### src/hw/rtl/sfa_pkg.sv
`timescale 1ns / 1ps
`default_nettype none
package sfa_pkg;

    localparam int GRID_MAX    = 7;
    localparam int GRID_SIDE   = 2 * GRID_MAX + 1;
    localparam int STORE_DEPTH = GRID_SIDE * GRID_SIDE * GRID_SIDE;

    localparam int IDX_W      = 12;
    localparam int N_W        = 3;
    localparam int CNT_W      = $clog2(GRID_SIDE);
    localparam int SUM_W      = 40;
    localparam int DISP_W     = 24;
    localparam int STEP_W     = 20;
    localparam int CFG_IDX_W  = 2;
    localparam int CFG_DATA_W = 20;
    localparam int PROD_W     = STEP_W + 1 + DISP_W;
    localparam int MAG_W      = PROD_W - 1;
    localparam int PH_W       = 35;
    localparam int ANG_W      = 19;
    localparam int XY_W       = 18;
    localparam int Z_W        = 19;
    localparam int TERM_W     = 17;
    localparam int CORDIC_N   = 16;
    localparam int RED_TOP    = 8;
    localparam int RED_W      = 4;

    localparam logic [PH_W-1:0]   TWO_PI_Q32  = 35'd26986075409;
    localparam logic [ANG_W-1:0]  TWO_PI_Q16  = 19'd411775;
    localparam logic [ANG_W-1:0]  PI_Q16      = 19'd205887;
    localparam logic [ANG_W-1:0]  HALF_PI_Q16 = 19'd102944;
    localparam logic signed [XY_W-1:0] CORDIC_K = 18'sd19899;
    localparam logic [14:0]       COS_MAX     = 15'd32767;

    typedef enum logic [1:0] {
        REQ_ACC   = 2'd0,
        REQ_READ  = 2'd1,
        REQ_CLEAR = 2'd2,
        REQ_NONE  = 2'd3
    } t_req;

    typedef enum logic [CFG_IDX_W-1:0] {
        CFG_GRID_HALF = 2'd0,
        CFG_STEP_GX   = 2'd1,
        CFG_STEP_GY   = 2'd2,
        CFG_STEP_GZ   = 2'd3
    } t_cfg;

    // point tag carried alongside the cosine pipeline
    typedef struct packed {
        logic [IDX_W-1:0] idx;
        logic             dbl;
    } t_tag;

    function automatic logic [Z_W-1:0] atan_q16(input int i);
        logic [Z_W-1:0] v;
        case (i)
            0:       v = 19'd51472;
            1:       v = 19'd30386;
            2:       v = 19'd16055;
            3:       v = 19'd8150;
            4:       v = 19'd4091;
            5:       v = 19'd2047;
            6:       v = 19'd1024;
            7:       v = 19'd512;
            8:       v = 19'd256;
            9:       v = 19'd128;
            10:      v = 19'd64;
            11:      v = 19'd32;
            12:      v = 19'd16;
            13:      v = 19'd8;
            14:      v = 19'd4;
            default: v = 19'd2;
        endcase
        return v;
    endfunction

    // (2n+1)^3, points in the grid
    function automatic logic [IDX_W:0] grid_count(input logic [N_W-1:0] n);
        int s;
        s = 2 * int'(n) + 1;
        return (IDX_W+1)'(s * s * s);
    endfunction

    // flat index of (0,-n,-n)
    function automatic logic [IDX_W-1:0] plane_base(input logic [N_W-1:0] n);
        int s;
        s = 2 * int'(n) + 1;
        return IDX_W'(int'(n) * s * s);
    endfunction

    function automatic logic [PH_W-1:0] mod_add(input logic [PH_W-1:0] a,
                                                 input logic [PH_W-1:0] b);
        logic [PH_W:0] s;
        s = {1'b0, a} + {1'b0, b};
        if (s >= {1'b0, TWO_PI_Q32}) begin
            s = s - {1'b0, TWO_PI_Q32};
        end
        return s[PH_W-1:0];
    endfunction

    function automatic logic [PH_W-1:0] mod_sub(input logic [PH_W-1:0] a,
                                                 input logic [PH_W-1:0] b);
        logic [PH_W-1:0] d;
        if (a >= b) begin
            d = a - b;
        end else begin
            d = a + (TWO_PI_Q32 - b);
        end
        return d;
    endfunction

endpackage
`default_nettype wire

### src/hw/rtl/sfa_cordic.sv
`timescale 1ns / 1ps
`default_nettype none
module sfa_cordic (
    input  wire logic                              i_clk,
    input  wire logic                              i_rst_n,
    input  wire logic                              i_vld,
    input  wire logic [sfa_pkg::PH_W-1:0]          i_phase,
    input  wire sfa_pkg::t_tag                     i_tag,
    output logic                                   o_vld,
    output sfa_pkg::t_tag                          o_tag,
    output logic signed [sfa_pkg::TERM_W-1:0]      o_term,
    output logic                                   o_busy
);
    import sfa_pkg::*;

    logic                     r_vld [CORDIC_N+1];
    logic signed [XY_W-1:0]   r_x   [CORDIC_N+1];
    logic signed [XY_W-1:0]   r_y   [CORDIC_N+1];
    logic signed [Z_W-1:0]    r_z   [CORDIC_N+1];
    logic                     r_neg [CORDIC_N+1];
    t_tag                     r_tag [CORDIC_N+1];

    logic [ANG_W-1:0] ang_raw;
    logic [ANG_W-1:0] ang_a;
    logic [ANG_W-1:0] ang_b;
    logic             fold_neg;
    logic [CORDIC_N:0] vld_vec;

    // fold into the first quadrant
    always_comb begin
        ang_raw = i_phase[PH_W-1 -: ANG_W];
        ang_a   = (ang_raw > PI_Q16) ? (TWO_PI_Q16 - ang_raw) : ang_raw;
        fold_neg = (ang_a > HALF_PI_Q16);
        ang_b   = fold_neg ? (PI_Q16 - ang_a) : ang_a;
    end

    always_ff @(posedge i_clk) begin
        if (!i_rst_n) begin
            r_vld[0] <= 1'b0;
        end else begin
            r_vld[0] <= i_vld;
        end
        r_x[0]   <= CORDIC_K;
        r_y[0]   <= '0;
        r_z[0]   <= $signed(ang_b);
        r_neg[0] <= fold_neg;
        r_tag[0] <= i_tag;
    end

    for (genvar k = 0; k < CORDIC_N; k++) begin : g_iter
        logic signed [XY_W-1:0] xs;
        logic signed [XY_W-1:0] ys;
        logic signed [Z_W-1:0]  at;
        assign xs = r_x[k] >>> k;
        assign ys = r_y[k] >>> k;
        assign at = $signed(atan_q16(k));

        always_ff @(posedge i_clk) begin
            if (!i_rst_n) begin
                r_vld[k+1] <= 1'b0;
            end else begin
                r_vld[k+1] <= r_vld[k];
            end
            if (!r_z[k][Z_W-1]) begin
                r_x[k+1] <= r_x[k] - ys;
                r_y[k+1] <= r_y[k] + xs;
                r_z[k+1] <= r_z[k] - at;
            end else begin
                r_x[k+1] <= r_x[k] + ys;
                r_y[k+1] <= r_y[k] - xs;
                r_z[k+1] <= r_z[k] + at;
            end
            r_neg[k+1] <= r_neg[k];
            r_tag[k+1] <= r_tag[k];
        end
    end

    // clamp, weight and sign
    logic [14:0]             cos_c;
    logic [TERM_W-2:0]       mag;
    logic signed [TERM_W-1:0] term;

    always_comb begin
        if (r_x[CORDIC_N] < 0) begin
            cos_c = '0;
        end else if (r_x[CORDIC_N] > $signed({3'b000, COS_MAX})) begin
            cos_c = COS_MAX;
        end else begin
            cos_c = r_x[CORDIC_N][14:0];
        end
        mag  = r_tag[CORDIC_N].dbl ? {cos_c, 1'b0} : {1'b0, cos_c};
        term = r_neg[CORDIC_N] ? -$signed({1'b0, mag}) : $signed({1'b0, mag});
    end

    always_ff @(posedge i_clk) begin
        if (!i_rst_n) begin
            o_vld <= 1'b0;
        end else begin
            o_vld <= r_vld[CORDIC_N];
        end
        o_term <= term;
        o_tag  <= r_tag[CORDIC_N];
    end

    for (genvar k = 0; k <= CORDIC_N; k++) begin : g_busy
        assign vld_vec[k] = r_vld[k];
    end

    assign o_busy = (|vld_vec) | o_vld;

endmodule
`default_nettype wire

### config.mk
export PLATFORM = sky130hd
export DESIGN_NAME = sfa_cordic
export DESIGN_NICKNAME = d
export VERILOG_FILES = /design/src/hw/rtl/sfa_pkg.sv /design/src/hw/rtl/sfa_cordic.sv
export SDC_FILE = /design/constraint.sdc
export NUM_CORES = 2
export LEC_CHECK = 0
export BUFFER_PORTS_ARGS = -buffer_cell sky130_fd_sc_hd__buf_2
export CORE_ASPECT_RATIO = 0.75
export CORE_MARGIN = 3
export CORE_UTILIZATION = 41
export CTS_CLUSTER_SIZE = 20
export DETAILED_ROUTE_END_ITERATION = 16
export SETUP_SLACK_MARGIN = 0.1
export SLEW_MARGIN = 20
export SYNTH_ARGS = -nofsm -noshare
export SYNTH_HDL_FRONTEND = slang
export SYNTH_SLANG_ARGS = --single-unit
### constraint.sdc
create_clock -name i_clk -period 8.03 [get_ports i_clk]
set_input_delay 0.803 -clock i_clk [delete_from_list [all_inputs] [get_ports i_clk]]
set_output_delay 0.803 -clock i_clk [all_outputs]
set_load 0.05 [all_outputs]
==> impl_metrics.tcl <==
set metrics [dict create \
    worst_slew_pin_slew_ps 1070 \
    slew_violations 0 \
    clockBufferDepth 3 \
    fin_cells 7928 \
    finalHoldViolCount 0 \
    hold_class "in2reg" \
    synth_edf_count 0 \
    async_reset_ff_share_pct 0 \
    overflow 0 \
    antenna_found_initial 1 \
    clkSinkCount 1062 \
    avgSynthCellArea_um2 9.439 \
    required_ps 8630 \
    dr.pass1.iters 5 \
    cp-end-kind "flop" \
    tns_ps 0 \
    start_util_pct 41.65 \
    ys_seq_area_share_pct 37.90 \
    critical_path_class "reg2reg" \
    yosysWarnings 0 \
    rows 116 \
    design_area_mm2 0.06225 \
    area_growth_pct 10.98 \
    cts.repair.resized 0 \
    synthesis.area_mm2 0.05610 \
    ios 83 \
    final_common_cell "dfxtp_1" \
    clk_latency_ps 730 \
    grt_pass1_wl_um 191500 \
    drtIter0Drc 2017 \
    dieArea_mm2 0.1413 \
    via_count 40124 \
    pre_cts_slack_ps 3653 \
    antenna_left 0 \
    slew_headroom_pct 27.76 \
    dp_hpwl_um 88840 \
    numCtsBuffers 108 \
    place_inst 7726 \
    core-area_mm2 0.1347 \
    synth_flop_cell "dfxtp_1" \
    drc_errors 0 \
    final_layout_size_suffix_gt1_share_pct 5.652 \
    setup_viol 0 \
    max-cap-violations 0 \
    ctsHtreeMaxLevel 3 \
    status "finished clean" \
    ctsHoldBuffers 0 \
    startpoint_type "flop" \
    fillers 12795 \
    fin_ws_ps 3491 \
    rsz0062_at_grt "false" \
    synth-seq-cells 1062 \
    final_cell_mix "1062 x dfxtp_1, 728 x ha_1, 599 x xnor2_1" \
    grt_max_degree 44 \
    cts_setup_buffers 0 \
    clock_skew_ps 27.86 \
    place_area_mm2 0.05847 \
    dieHeight_um 326.3 \
    drt_wl_total_um 113500 \
    finalCriticalPeriod_ps 4539 \
    track_usage_pct 16.11 \
    critPathMaxFanout 4 \
    routabilityCongestion 0.8478 \
    cts_tree "done" \
    finalCritPeriodShare_pct 56.52 \
    routedWlPerCell_um 14.32 \
    ctsRootBufferMaster "clkbuf_16" \
    synthCells 5943 \
    final_nets 6884 \
    via_per_inst 5.061 \
    clk_pin_slew_ps 70 \
    grt_pass1_vias 39171 \
    die_w_um 433.1 \
    worstPathArrival_ps 5140 \
    fmax_ghz 0.2203 \
    port_buffers 66 \
    synth_cell_type_count 82 \
]
==> critical path, stage by stage (launching register included) <==
cell,delay [ps]
dfxtp_1,370
inv_1,80
ha_1,170
nand2b_1,80
nor4_1,700
nor2_1,110
xnor2_1,160
ha_1,210
or3_1,380
o21ai_0,780
o21ai_0,360
o21ai_0,390
o21ai_0,180
nor4_1,200
a21oi_1,90
xnor2_1,130
==> sequential cells by signal, summed over array words and instances, names as in the netlist <==
name    cells
o_tag      13
r_z       268
r_neg      17
r_x       270
o_term     17
r_tag     221
o_vld       1
r_y       238
r_vld      17
==> synthesized netlist by cell type, drive strengths merged (63+ instances only) <==
| cell type | n | area, um^2 |
|---|---|---|
| dfxtp | 1062 | 21260 |
| ha | 728 | 9109 |
| xnor2 | 600 | 5274 |
| a21oi | 516 | 2582 |
| nor2 | 474 | 1779 |
| inv | 389 | 1460 |
| o21ai | 249 | 1250 |
| nand2 | 215 | 807.0 |
| xor2 | 208 | 1829 |
| nor3 | 176 | 880.8 |
| nand3 | 126 | 630.6 |
| a21o | 106 | 795.8 |
| o21a | 91 | 683.2 |
| nor2b | 87 | 544.3 |
| o21bai | 85 | 638.1 |
| nand2b | 63 | 394.1 |
==> metrics by stage <==
step	hold slack, ps	util, %
after global placement	309.5	43.41
after global routing	110.0	46.22
after CTS	100.7	46.22
final	183.1	46.22
after detailed placement	312.1	43.41
after floorplan	309.6	-
==> area by class of cell <==
cell class	count	area, um^2	area share, %
inverter	390	1464	2.351
sequential	1062	21260	34.15
tap	1770	2215	3.557
clock inverter	52	683.2	1.097
clock buffer	149	3098	4.976
antenna	1	2.502	0.004020
timing repair buffer	79	427.9	0.6874
multi-input combinational	4425	33100	53.18
==> layer usage <==
| layer | track usage, % | part of all wire, % | vias to the layer above |
|---|---|---|---|
| li1 | - | - | 21021 |
| met1 | 23.38 | 53 | 18412 |
| met2 | 24.49 | 41 | 534 |
| met3 | 2.926 | 4.1 | 157 |
| met4 | 4.175 | 2.3 | 0 |
| met5 | 0 | 0 | - |
==> worst paths after layout <==
kind / startpoint / endpoint / slack, ps / cells past startpoint
setup / recovery: r_y[7][7]$_DFF_P_ / r_x[8][17]$_DFF_P_ / 3490 / 15
hold reg to reg: r_tag[0][10]$_DFF_P_ / r_tag[1][10]$_DFF_P_ / 320 / 0
hold / removal: i_tag[3] / r_tag[0][3]$_DFF_P_ / 180 / 1
setup reg to reg: r_y[7][7]$_DFF_P_ / r_x[8][17]$_DFF_P_ / 3490 / 15
==> cells by family after synthesis <==
family	Yosys count	share of synthesized area [%]
buffers and inverters	460	3.114
DFF	1062	37.90
xor gates and xnor gates	808	12.66
and+or+nand+nor	1415	12.23
AOI/OAI and AO/OA	1360	15.16
adders and majority gates	767	17.63
muxes	69	1.291
other	2	0.01339
Power is left out: the tool's default activity adds up to more than one toggle a clock period on the data nets, which glitch-free logic cannot reach.
